## src/design/mbet_pkg.sv

```systemverilog
`default_nettype none

package mbet_pkg;

  // Fixed-point format of the complex plane coordinates.
  localparam int unsigned FRAC_BITS    = 28;
  localparam int unsigned PALETTE_SIZE = 16;
  localparam int unsigned COORD_BITS   = 12;

  localparam int unsigned ZW      = 32;                 // Q3.28 coordinate width
  localparam int unsigned PW      = 2 * ZW;             // full product width
  localparam int unsigned SQW     = PW - FRAC_BITS;     // width of a scaled square
  localparam int unsigned CNTW    = 16;                 // iteration counter width
  localparam int unsigned PIXW    = 12;                 // pixel coordinate port width
  localparam int unsigned IDXW    = $clog2(PALETTE_SIZE);
  localparam int unsigned CFG_AW  = 3;

  localparam logic [PIXW-1:0] PIX_MASK = PIXW'((64'(1) << COORD_BITS) - 64'(1));

  // Escape radius squared (4.0) in the scaled-square format.
  localparam logic signed [SQW:0] LIMIT4 = (SQW+1)'(64'(4) << FRAC_BITS);

  localparam logic signed [ZW-1:0] LEFT_REAL_RST = -32'sd805306368;
  localparam logic signed [ZW-1:0] TOP_IMAG_RST  = -32'sd402653184;
  localparam logic signed [ZW-1:0] STEP_REAL_RST = 32'sd1342177;
  localparam logic signed [ZW-1:0] STEP_IMAG_RST = 32'sd1342177;
  localparam logic [CNTW-1:0]      MAX_ITER_RST  = 16'd100;

  typedef enum logic [CFG_AW-1:0] {
    CFG_LEFT_REAL = 3'd0,
    CFG_TOP_IMAG  = 3'd1,
    CFG_STEP_REAL = 3'd2,
    CFG_STEP_IMAG = 3'd3,
    CFG_MAX_ITER  = 3'd4
  } cfg_idx_e;

  // Clamp a wide signed value into the signed 32-bit range.
  function automatic logic signed [ZW-1:0] sat32(input logic signed [PW-1:0] v);
    logic signed [PW-1:0] hi;
    logic signed [PW-1:0] lo;
    hi = PW'({1'b0, {(ZW-1){1'b1}}});
    lo = -hi - PW'(1);
    if (v > hi) begin
      return ZW'(hi);
    end else if (v < lo) begin
      return ZW'(lo);
    end else begin
      return ZW'(v);
    end
  endfunction

  // Palette entry as {red, green, blue}.
  function automatic logic [23:0] palette_rgb(input logic [IDXW-1:0] idx);
    logic [23:0] rgb;
    case (idx)
      4'd0:    rgb = {8'd66,  8'd30,  8'd15};
      4'd1:    rgb = {8'd25,  8'd7,   8'd26};
      4'd2:    rgb = {8'd9,   8'd1,   8'd47};
      4'd3:    rgb = {8'd4,   8'd4,   8'd73};
      4'd4:    rgb = {8'd0,   8'd7,   8'd100};
      4'd5:    rgb = {8'd12,  8'd44,  8'd138};
      4'd6:    rgb = {8'd24,  8'd82,  8'd177};
      4'd7:    rgb = {8'd57,  8'd125, 8'd209};
      4'd8:    rgb = {8'd134, 8'd181, 8'd229};
      4'd9:    rgb = {8'd211, 8'd236, 8'd248};
      4'd10:   rgb = {8'd241, 8'd233, 8'd191};
      4'd11:   rgb = {8'd248, 8'd201, 8'd95};
      4'd12:   rgb = {8'd255, 8'd170, 8'd0};
      4'd13:   rgb = {8'd204, 8'd128, 8'd0};
      4'd14:   rgb = {8'd153, 8'd87,  8'd0};
      4'd15:   rgb = {8'd106, 8'd52,  8'd3};
      default: rgb = {8'd106, 8'd52,  8'd3};
    endcase
    return rgb;
  endfunction

endpackage

`default_nettype wire

```

## src/design/mbet_mul.sv

```systemverilog
`default_nettype none

module mbet_mul (
  input  wire logic                           clk_i,
  input  wire logic signed [mbet_pkg::ZW-1:0] a_i,
  input  wire logic signed [mbet_pkg::ZW-1:0] b_i,
  output logic signed [mbet_pkg::PW-1:0]      p_o
);
  import mbet_pkg::*;

  logic signed [PW-1:0] p_q;

  // One signed product per cycle, registered before any use.
  always_ff @(posedge clk_i) begin
    p_q <= PW'(a_i) * PW'(b_i);
  end

  assign p_o = p_q;

endmodule

`default_nettype wire

```

## src/design/mbet_div.sv

```systemverilog
`default_nettype none

module mbet_div (
  input  wire logic                         clk_i,
  input  wire logic                         rst_ni,
  input  wire logic                         start_i,
  input  wire logic [mbet_pkg::CNTW-1:0]    num_i,
  input  wire logic [mbet_pkg::CNTW-1:0]    den_i,
  output logic                              done_o,
  output logic [mbet_pkg::IDXW-1:0]         quot_o
);
  import mbet_pkg::*;

  // Restoring division, min(floor(PALETTE_SIZE*num/den), 15), one bit a cycle.
  logic                busy_q, busy_d;
  logic                done_q, done_d;
  logic                sat_q, sat_d;
  logic [IDXW-1:0]     step_q, step_d;
  logic [CNTW-1:0]     rem_q, rem_d;
  logic [CNTW-1:0]     den_q, den_d;
  logic [IDXW-1:0]     quo_q, quo_d;
  logic [CNTW:0]       rem2;

  assign rem2 = {rem_q, 1'b0};

  always_comb begin
    busy_d = busy_q;
    done_d = 1'b0;
    sat_d  = sat_q;
    step_d = step_q;
    rem_d  = rem_q;
    den_d  = den_q;
    quo_d  = quo_q;
    if (start_i) begin
      busy_d = 1'b1;
      sat_d  = (num_i >= den_i);
      step_d = '0;
      rem_d  = num_i;
      den_d  = den_i;
      quo_d  = '0;
    end else if (busy_q) begin
      if (rem2 >= {1'b0, den_q}) begin
        rem_d = CNTW'(rem2 - {1'b0, den_q});
        quo_d = {quo_q[IDXW-2:0], 1'b1};
      end else begin
        rem_d = CNTW'(rem2);
        quo_d = {quo_q[IDXW-2:0], 1'b0};
      end
      step_d = step_q + IDXW'(1);
      if (step_q == IDXW'(IDXW - 1)) begin
        busy_d = 1'b0;
        done_d = 1'b1;
      end
    end
  end

  always_ff @(posedge clk_i or negedge rst_ni) begin
    if (!rst_ni) begin
      busy_q <= 1'b0;
      done_q <= 1'b0;
      sat_q  <= 1'b0;
      step_q <= '0;
    end else begin
      busy_q <= busy_d;
      done_q <= done_d;
      sat_q  <= sat_d;
      step_q <= step_d;
    end
  end

  always_ff @(posedge clk_i) begin
    rem_q <= rem_d;
    den_q <= den_d;
    quo_q <= quo_d;
  end

  assign done_o = done_q;
  assign quot_o = sat_q ? {IDXW{1'b1}} : quo_q;

endmodule

`default_nettype wire

```

## src/design/mandelbrot_escape_time_pixel.sv

```systemverilog
// Escape-time engine for one pixel of the Mandelbrot set.
// Input channel (in_valid_i / in_ready_o) carries one pixel coordinate per beat.
// The point c is left_real + x*step_real, top_imag + y*step_imag in signed Q3.28.
// Output channel (out_valid_o / out_ready_i) carries one result per beat: the
// iteration count, the inside flag, the palette index and the palette RGB.
// The configuration port (cfg_we_i, cfg_idx_i, cfg_data_i) writes one register
// per cycle and should only be used while the engine is idle.
// The point c is formed in states S_CR, S_CI and S_CSET; each iteration passes
// through S_TEST, S_ZI, S_SQR and S_SQI on the single shared 32x32 multiplier
// (cross product, then both squares), and the palette index comes from a
// four-step restoring divider. One pixel is in work at a time; in_ready_o is
// high only when the sequencer is idle.
// A finished result sits in the output register while the next pixel is
// accepted and computed; if the receiver still stalls when that next result is
// done, the sequencer waits with it until the output register frees up.
// Reset loads the default view and a limit of 100, and empties the output.
`default_nettype none

module mandelbrot_escape_time_pixel (
  input  wire logic                          clk_i,
  input  wire logic                          rst_ni,
  input  wire logic                          in_valid_i,
  output logic                               in_ready_o,
  input  wire logic [mbet_pkg::PIXW-1:0]     pixel_x_i,
  input  wire logic [mbet_pkg::PIXW-1:0]     pixel_y_i,
  output logic                               out_valid_o,
  input  wire logic                          out_ready_i,
  output logic [mbet_pkg::CNTW-1:0]          iter_count_o,
  output logic                               inside_res_o,
  output logic [mbet_pkg::IDXW-1:0]          palette_index_o,
  output logic [7:0]                         red_o,
  output logic [7:0]                         green_o,
  output logic [7:0]                         blue_o,
  input  wire logic                          cfg_we_i,
  input  wire logic [mbet_pkg::CFG_AW-1:0]   cfg_idx_i,
  input  wire logic [mbet_pkg::ZW-1:0]       cfg_data_i
);
  import mbet_pkg::*;

  typedef enum logic [9:0] {
    S_IDLE = 10'b00_0000_0001,
    S_CR   = 10'b00_0000_0010,
    S_CI   = 10'b00_0000_0100,
    S_CSET = 10'b00_0000_1000,
    S_TEST = 10'b00_0001_0000,
    S_ZI   = 10'b00_0010_0000,
    S_SQR  = 10'b00_0100_0000,
    S_SQI  = 10'b00_1000_0000,
    S_DIV  = 10'b01_0000_0000,
    S_OUT  = 10'b10_0000_0000
  } state_e;

  state_e state_q, state_d;

  // Configuration registers.
  logic signed [ZW-1:0] left_real_q, top_imag_q, step_real_q, step_imag_q;
  logic [CNTW-1:0]      max_iter_q;

  always_ff @(posedge clk_i or negedge rst_ni) begin
    if (!rst_ni) begin
      left_real_q <= LEFT_REAL_RST;
      top_imag_q  <= TOP_IMAG_RST;
      step_real_q <= STEP_REAL_RST;
      step_imag_q <= STEP_IMAG_RST;
      max_iter_q  <= MAX_ITER_RST;
    end else if (cfg_we_i) begin
      case (cfg_idx_i)
        CFG_LEFT_REAL: left_real_q <= cfg_data_i;
        CFG_TOP_IMAG:  top_imag_q  <= cfg_data_i;
        CFG_STEP_REAL: step_real_q <= cfg_data_i;
        CFG_STEP_IMAG: step_imag_q <= cfg_data_i;
        CFG_MAX_ITER:  max_iter_q  <= cfg_data_i[CNTW-1:0];
        default: ;
      endcase
    end
  end

  // Datapath registers.
  logic [PIXW-1:0]       px_q, py_q;
  logic signed [ZW-1:0]  c_r_q, c_i_q, z_r_q, z_i_q;
  logic signed [SQW-1:0] sq_r_q, sq_i_q;
  logic [CNTW-1:0]       count_q;

  // Shared multiplier and its operand select.
  logic signed [ZW-1:0]  mul_a, mul_b;
  logic signed [PW-1:0]  mul_p;

  mbet_mul u_mul (
    .clk_i (clk_i),
    .a_i   (mul_a),
    .b_i   (mul_b),
    .p_o   (mul_p)
  );

  // Palette divider.
  logic            div_start, div_done;
  logic [IDXW-1:0] div_quot;

  mbet_div u_div (
    .clk_i   (clk_i),
    .rst_ni  (rst_ni),
    .start_i (div_start),
    .num_i   (count_q),
    .den_i   (max_iter_q),
    .done_o  (div_done),
    .quot_o  (div_quot)
  );

  logic signed [SQW:0]  mag2;
  logic                 keep_going;
  logic signed [ZW-1:0] z_r_next;
  logic signed [ZW-1:0] z_i_next;
  logic                 out_free;
  logic                 in_accept;
  logic                 out_load;

  assign in_accept = in_valid_i && in_ready_o;
  assign in_ready_o = (state_q == S_IDLE);
  assign out_free   = !out_valid_o || out_ready_i;
  assign out_load   = (state_q == S_OUT) && out_free;

  // Escape test on the squares left by the previous iteration.
  assign mag2       = (SQW+1)'(sq_r_q) + (SQW+1)'(sq_i_q);
  assign keep_going = (mag2 <= LIMIT4) && (count_q < max_iter_q);

  assign z_r_next = sat32(PW'(sq_r_q) - PW'(sq_i_q) + PW'(c_r_q));
  // The product register holds z_r*z_i; doubling folds into the shift.
  assign z_i_next = sat32((mul_p >>> (FRAC_BITS - 1)) + PW'(c_i_q));

  always_comb begin
    state_d   = state_q;
    mul_a     = '0;
    mul_b     = '0;
    div_start = 1'b0;
    case (state_q)
      S_IDLE: begin
        if (in_valid_i) begin
          state_d = S_CR;
        end
      end
      S_CR: begin
        mul_a   = ZW'(px_q & PIX_MASK);
        mul_b   = step_real_q;
        state_d = S_CI;
      end
      S_CI: begin
        mul_a   = ZW'(py_q & PIX_MASK);
        mul_b   = step_imag_q;
        state_d = S_CSET;
      end
      S_CSET: begin
        state_d = S_TEST;
      end
      S_TEST: begin
        if (keep_going) begin
          mul_a   = z_r_q;
          mul_b   = z_i_q;
          state_d = S_ZI;
        end else begin
          div_start = 1'b1;
          state_d   = S_DIV;
        end
      end
      S_ZI: begin
        mul_a   = z_r_q;
        mul_b   = z_r_q;
        state_d = S_SQR;
      end
      S_SQR: begin
        mul_a   = z_i_q;
        mul_b   = z_i_q;
        state_d = S_SQI;
      end
      S_SQI: begin
        state_d = S_TEST;
      end
      S_DIV: begin
        if (div_done) begin
          state_d = S_OUT;
        end
      end
      S_OUT: begin
        if (out_free) begin
          state_d = S_IDLE;
        end
      end
      default: begin
        state_d = S_IDLE;
      end
    endcase
  end

  always_ff @(posedge clk_i or negedge rst_ni) begin
    if (!rst_ni) begin
      state_q <= S_IDLE;
    end else begin
      state_q <= state_d;
    end
  end

  always_ff @(posedge clk_i) begin
    if (in_accept) begin
      px_q <= pixel_x_i;
      py_q <= pixel_y_i;
    end
    case (state_q)
      S_CI: begin
        c_r_q <= sat32(PW'(left_real_q) + mul_p);
      end
      S_CSET: begin
        c_i_q   <= sat32(PW'(top_imag_q) + mul_p);
        z_r_q   <= '0;
        z_i_q   <= '0;
        sq_r_q  <= '0;
        sq_i_q  <= '0;
        count_q <= '0;
      end
      S_TEST: begin
        if (keep_going) begin
          z_r_q <= z_r_next;
        end
      end
      S_ZI: begin
        z_i_q <= z_i_next;
      end
      S_SQR: begin
        sq_r_q <= SQW'(mul_p >>> FRAC_BITS);
      end
      S_SQI: begin
        sq_i_q  <= SQW'(mul_p >>> FRAC_BITS);
        count_q <= count_q + CNTW'(1);
      end
      default: ;
    endcase
  end

  // Output register: holds a finished result until the receiver takes it.
  logic            out_valid_q;
  logic [CNTW-1:0] iter_count_q;
  logic            inside_q;
  logic [IDXW-1:0] pal_idx_q;
  logic [23:0]     rgb_q;
  logic            inside_d;
  logic [IDXW-1:0] pal_idx_d;

  // A pixel that ran to the limit always takes the last palette entry.
  assign inside_d  = (count_q == max_iter_q);
  assign pal_idx_d = inside_d ? {IDXW{1'b1}} : div_quot;

  always_ff @(posedge clk_i or negedge rst_ni) begin
    if (!rst_ni) begin
      out_valid_q <= 1'b0;
    end else if (out_load) begin
      out_valid_q <= 1'b1;
    end else if (out_ready_i) begin
      out_valid_q <= 1'b0;
    end
  end

  always_ff @(posedge clk_i) begin
    if (out_load) begin
      iter_count_q <= count_q;
      inside_q     <= inside_d;
      pal_idx_q    <= pal_idx_d;
      rgb_q        <= palette_rgb(pal_idx_d);
    end
  end

  assign out_valid_o     = out_valid_q;
  assign iter_count_o    = iter_count_q;
  assign inside_res_o    = inside_q;
  assign palette_index_o = pal_idx_q;
  assign red_o           = rgb_q[23:16];
  assign green_o         = rgb_q[15:8];
  assign blue_o          = rgb_q[7:0];

  // Each pass through the last square stage counts exactly one iteration.
  a_count_step: assert property (@(posedge clk_i) disable iff (!rst_ni)
    (state_q == S_SQI) |=> (count_q == $past(count_q) + CNTW'(1)))
    else $error("iteration count did not advance by one");

  // The divider only finishes while the sequencer waits for it.
  a_div_done: assert property (@(posedge clk_i) disable iff (!rst_ni)
    div_done |-> (state_q == S_DIV))
    else $error("divider finished outside the divide wait");

  // Handing a result to the output register frees the input side next cycle.
  a_out_load: assert property (@(posedge clk_i) disable iff (!rst_ni)
    out_load |=> (out_valid_o && in_ready_o))
    else $error("result load did not show valid and return to idle");

  // An inside result always carries the last palette entry.
  a_inside_idx: assert property (@(posedge clk_i) disable iff (!rst_ni)
    (out_valid_o && inside_res_o) |-> (palette_index_o == {IDXW{1'b1}}))
    else $error("inside pixel with a palette index below the top entry");

endmodule

`default_nettype wire

```

## config.mk

```make
export PLATFORM = sky130hd
export DESIGN_NAME = mandelbrot_escape_time_pixel
export DESIGN_NICKNAME = d
export VERILOG_FILES = /design/src/design/mbet_pkg.sv /design/src/design/mbet_mul.sv /design/src/design/mbet_div.sv /design/src/design/mandelbrot_escape_time_pixel.sv
export SDC_FILE = /design/constraint.sdc
export NUM_CORES = 2
export LEC_CHECK = 0
export BUFFER_PORTS_ARGS = -buffer_cell sky130_fd_sc_hd__buf_2
export CORE_MARGIN = 8
export CORE_UTILIZATION = 50
export DETAILED_ROUTE_END_ITERATION = 10
export PLACE_DENSITY = 0.72
export SETUP_SLACK_MARGIN = 0.5
export SKIP_CTS_REPAIR_TIMING = 1
export SLEW_MARGIN = 20
export SYNTH_ARGS = -nofsm -noshare
export SYNTH_HDL_FRONTEND = slang
export SYNTH_SLANG_ARGS = --single-unit
```

## constraint.sdc

```tcl
create_clock -name clk_i -period 11.83 [get_ports clk_i]
set_clock_uncertainty 0.05 [all_clocks]
set_input_delay 0 -clock clk_i [delete_from_list [all_inputs] [get_ports clk_i]]
set_output_delay 0 -clock clk_i [all_outputs]
set_load 0.005 [all_outputs]
```

==> metrics.txt <==
# TYPE chip_impl_metric gauge
chip_impl_info{name="result_of_the_run",value="complete, but fails checks"} 1
chip_impl_info{name="violated_checks",value="hold timing, setup timing"} 1
chip_impl_metric{name="timing_worst_slew_pin_value",unit="ps"} 1070
chip_impl_metric{name="grt_pass1_wl",unit="um"} 359000
chip_impl_info{name="holdCritPathClass",value="in2reg"} 1
chip_impl_metric{name="synthesis.nets",unit=""} 9380
chip_impl_info{name="yosys-top-cells-area",value="fa_1, edfxtp_1, ha_1"} 1
chip_impl_info{name="setup.worst_path.end_class",value="flip-flop"} 1
chip_impl_metric{name="setup_ws",unit="ps"} -25.2
chip_impl_metric{name="power_density_relative_to_cell_area",unit="nW/um2"} 89.6
chip_impl_metric{name="gr-usage-all-layers",unit="%"} 29.4
chip_impl_metric{name="postLayoutCellArea",unit="um2"} 85500
chip_impl_metric{name="ratio_of_cells_with_drive_above_1_in_the_final_layout",unit="%"} 17.9
chip_impl_metric{name="timing_hold_violations_final",unit=""} 10
chip_impl_metric{name="place_congestion",unit=""} 0.999
chip_impl_metric{name="detailroute.via_count",unit=""} 59835
chip_impl_metric{name="vdd_drop_max",unit="mV"} 0.105
chip_impl_metric{name="yosysTopAreaCellShare",unit="%"} 30.8
chip_impl_metric{name="final_max_slew_viol_count",unit=""} 0
chip_impl_metric{name="die_x",unit="um"} 398
chip_impl_info{name="path_common_cell",value="fa_1"} 1
chip_impl_metric{name="ys_seq_elements",unit=""} 547
chip_impl_metric{name="place_inst",unit=""} 10125
chip_impl_metric{name="layout_overhead_on_the_synthesized_area",unit="%"} 17.0
chip_impl_metric{name="max_freq",unit="GHz"} 0.0844
chip_impl_metric{name="min_period_over_period",unit="%"} 100
chip_impl_metric{name="netlist-cell-type-count",unit=""} 102
chip_impl_info{name="most_common_cell_after_layout_fill_and_taps_aside",value="inv_1"} 1
chip_impl_info{name="crit_path_start_kind",value="flip-flop"} 1
chip_impl_metric{name="drt-total-wl",unit="um"} 238000
chip_impl_metric{name="post_synth.cell_area_avg",unit="um2"} 9.46
chip_impl_metric{name="static-leakage-power",unit="nW"} 40.8
chip_impl_metric{name="routed_wire_length_per_instance",unit="um"} 23.0
chip_impl_metric{name="dp_hpwl",unit="um"} 195000
chip_impl_metric{name="finish.net_count",unit=""} 10038
chip_impl_metric{name="grt_max_degree",unit=""} 94
chip_impl_metric{name="fin_crit",unit="ps"} 11860
chip_impl_metric{name="cts-root-to-sink-buffers",unit=""} 3
chip_impl_info{name="setup_repair_after_global_routing_missed_its_margin",value="true"} 1
chip_impl_metric{name="die_h",unit="um"} 398
chip_impl_metric{name="place_worst_setup_slack",unit="ps"} -761
chip_impl_metric{name="asyncSetResetFlopFracSynth",unit="%"} 29.6
chip_impl_info{name="synth_area_leader_cell",value="fa_1"} 1
chip_impl_info{name="main_flop_type_after_synthesis",value="edfxtp_1"} 1
chip_impl_metric{name="cp.required",unit="ps"} 12340
chip_impl_metric{name="timing.max_cap.violations",unit=""} 0
chip_impl_metric{name="fp.dieArea",unit="um2"} 159000
chip_impl_metric{name="synth_edf_count",unit=""} 317
chip_impl_metric{name="timing.critical_path.fanout_max",unit=""} 9
chip_impl_metric{name="max_stage_delay",unit="ps"} 570
chip_impl_metric{name="drt.antenna.violating_nets",unit=""} 0
chip_impl_metric{name="drtIter0Drc",unit=""} 4806
chip_impl_info{name="crit_slowest_cell",value="fa_1"} 1
chip_impl_metric{name="netlist_instances",unit=""} 7728
chip_impl_metric{name="tritoncts_num_sinks",unit=""} 547
chip_impl_metric{name="dpl_cell_area",unit="um2"} 81000
chip_impl_metric{name="starting_density",unit="%"} 50.3
chip_impl_metric{name="synthesis.area",unit="um2"} 73100
chip_impl_metric{name="vias_per_cell",unit=""} 5.78
chip_impl_metric{name="finalNonFillerCells",unit=""} 10353
chip_impl_info{name="ctsRootBufferMaster",value="clkbuf_16"} 1
chip_impl_metric{name="core_area",unit="um2"} 145000
chip_impl_metric{name="synth-warning-count",unit=""} 0
chip_impl_metric{name="filler_cell_count",unit=""} 12324
chip_impl_metric{name="setup-violations-final",unit=""} 1
chip_impl_info{name="most_used_cells_in_the_layout_excluding_fill_and_tap_cells",value="inv_1, fa_1, nand2_1, nor2_1, buf_4"} 1
chip_impl_metric{name="htreeDepth",unit=""} 2
chip_impl_metric{name="fin_hold_ws",unit="ps"} -49.1
chip_impl_metric{name="cts_made_buffers",unit=""} 54
chip_impl_metric{name="antenna_found_initial",unit=""} 9
chip_impl_metric{name="gr-total-overflow",unit=""} 0
chip_impl_metric{name="drcViolationCount",unit=""} 0
chip_impl_info{name="timing_worst_setup_path_type",value="reg2reg"} 1
chip_impl_metric{name="i_o_pins",unit=""} 111
chip_impl_metric{name="num_rows",unit=""} 140
chip_impl_metric{name="grt_pass1_vias",unit=""} 60791
chip_impl_metric{name="detail_route.first_pass.iterations",unit=""} 11
chip_impl_metric{name="clk_pin_slew",unit="ps"} 70
chip_impl_metric{name="synth.yosys.seq_area_share",unit="%"} 20.5
chip_impl_info{name="cts_tree",value="yes"} 1
chip_impl_metric{name="arrival_time_worst_endpoint",unit="ps"} 12360
chip_impl_metric{name="numPortBuffers",unit=""} 110
chip_impl_metric{name="maxSlewHeadroom",unit="%"} 27.7
chip_impl_metric{name="clock_insertion_delay_worst_skew",unit="ps"} 660
==> flip-flops by register name, indices dropped and copies added (netlist names), 24 cells and up <==
register	count
sq_r_q	36
c_i_q	32
left_real_q	32
rgb_q	24
sq_i_q	36
z_i_q	32
top_imag_q	32
c_r_q	32
z_r_q	32
step_real_q	32
step_imag_q	32
u_mul.p_o	64
==> Yosys cell counts (all sizes together), types with 20 or more instances <==
cell	number
or2	36
nand2b	63
a221o	20
a211oi	43
o31ai	20
ha	465
o21bai	44
and3	30
o211ai	39
inv	1261
nor2b	35
nor3	67
nor2	716
a21bo	22
o21ai	219
nand2	791
dfrtp	129
and2	134
dfstp	33
edfxtp	317
fa	1123
buf	139
xor2	119
dfxtp	68
mux2i	25
a22oi	26
a21boi	48
nor4	33
a21oi	393
a21o	209
a31oi	34
mux2	144
nand4	78
xnor2	165
clkbuf	205
a22o	34
o21a	50
a222oi	33
or3	23
nand3	79
==> per-layer routing <==
metal	vias to the layer above	track usage [%]	part of all wire [%]
met5	-	0	0.011
met4	4	14.8	6.2
met3	633	5.42	8.4
met2	2592	47.6	47
met1	30033	38.0	39
li1	26573	-	-
==> power by group <==
| part | switching (mW) | internal, mW | total [mW] | leakage (nW) |
|---|---|---|---|---|
| Sequential | 0.249 | 2.27 | 2.52 | 5.68 |
| Clock | 0.822 | 0.986 | 1.81 | 0.891 |
| Combinational | 2.00 | 1.33 | 3.33 | 34.2 |
| Total | 3.07 | 4.59 | 7.66 | 40.8 |
==> worst paths after layout <==
| check | start | cells after the start | slack, ps | endpoint |
|---|---|---|---|---|
| max in group asynchronous | rst_ni | 3 | 10180 | state_q[3] |
| min | cfg_we_i | 6 | -50 | max_iter_q[2] |
| min reg2reg | max_iter_q[15] | 0 | 400 | u_div.den_q[15] |
| max reg2reg | sq_r_q[0] | 46 | -30 | u_mul.p_o[55] |
| max | sq_r_q[0] | 46 | -30 | u_mul.p_o[55] |
| min in group asynchronous | rst_ni | 2 | 70 | left_real_q[26] |
==> worst max-delay path, delay by kind of cell, from the launching register on <==
kind            cells  cell delay, ps
buf+inv            11            1700
flops               1             390
compound gates     13            2420
simple gates       10            2430
xor+xnor            1             130
fa+ha+maj          11            4590
==> cell families (layout without fill, tap and decap cells) <==
group / Yosys count / after routing / synth area share [%]
multiplexers: 169 / 169 / 2.56
AND/OR/NAND/NOR: 2150 / 2150 / 13.3
flip-flops: 547 / 547 / 20.5
other: 0 / 4 / 0
XOR/XNOR: 284 / 284 / 3.40
AO/OA/AOI/OAI: 1385 / 1385 / 12.9
buffers and inverters: 1605 / 2309 / 8.61
adder cells (fa/ha/maj): 1588 / 1588 / 38.7
==> layout make-up <==
class	count	area [um2]	area share, %
multi-input combinational	5576	53200	62.2
antenna	4	10.0	0.0117
inverter	1261	4740	5.54
timing repair buffer	946	8390	9.81
clock inverter	30	309	0.361
clock buffer	72	1520	1.78
sequential	547	15000	17.5
tap	1917	2400	2.81
==> stage by stage <==
| step | hold WS [ps] | power, mW | utilization [%] | setup TNS, ps |
|---|---|---|---|---|
| 2_1_floorplan | -346 | 4.46 | - | 0 |
| 3_3_place_gp | 94.1 | 5.66 | 55.7 | -6020 |
| 3_5_place_dp | 125 | 5.72 | 55.7 | -8090 |
| 4_1_cts | -563 | 7.53 | 57.0 | -9770 |
| 5_1_grt | 4.42 | 8.01 | 58.8 | -2910 |
| 6_report | -49.1 | 7.66 | 58.8 | -25.2 |
No activity file was read; power rests on OpenSTA's default activity.
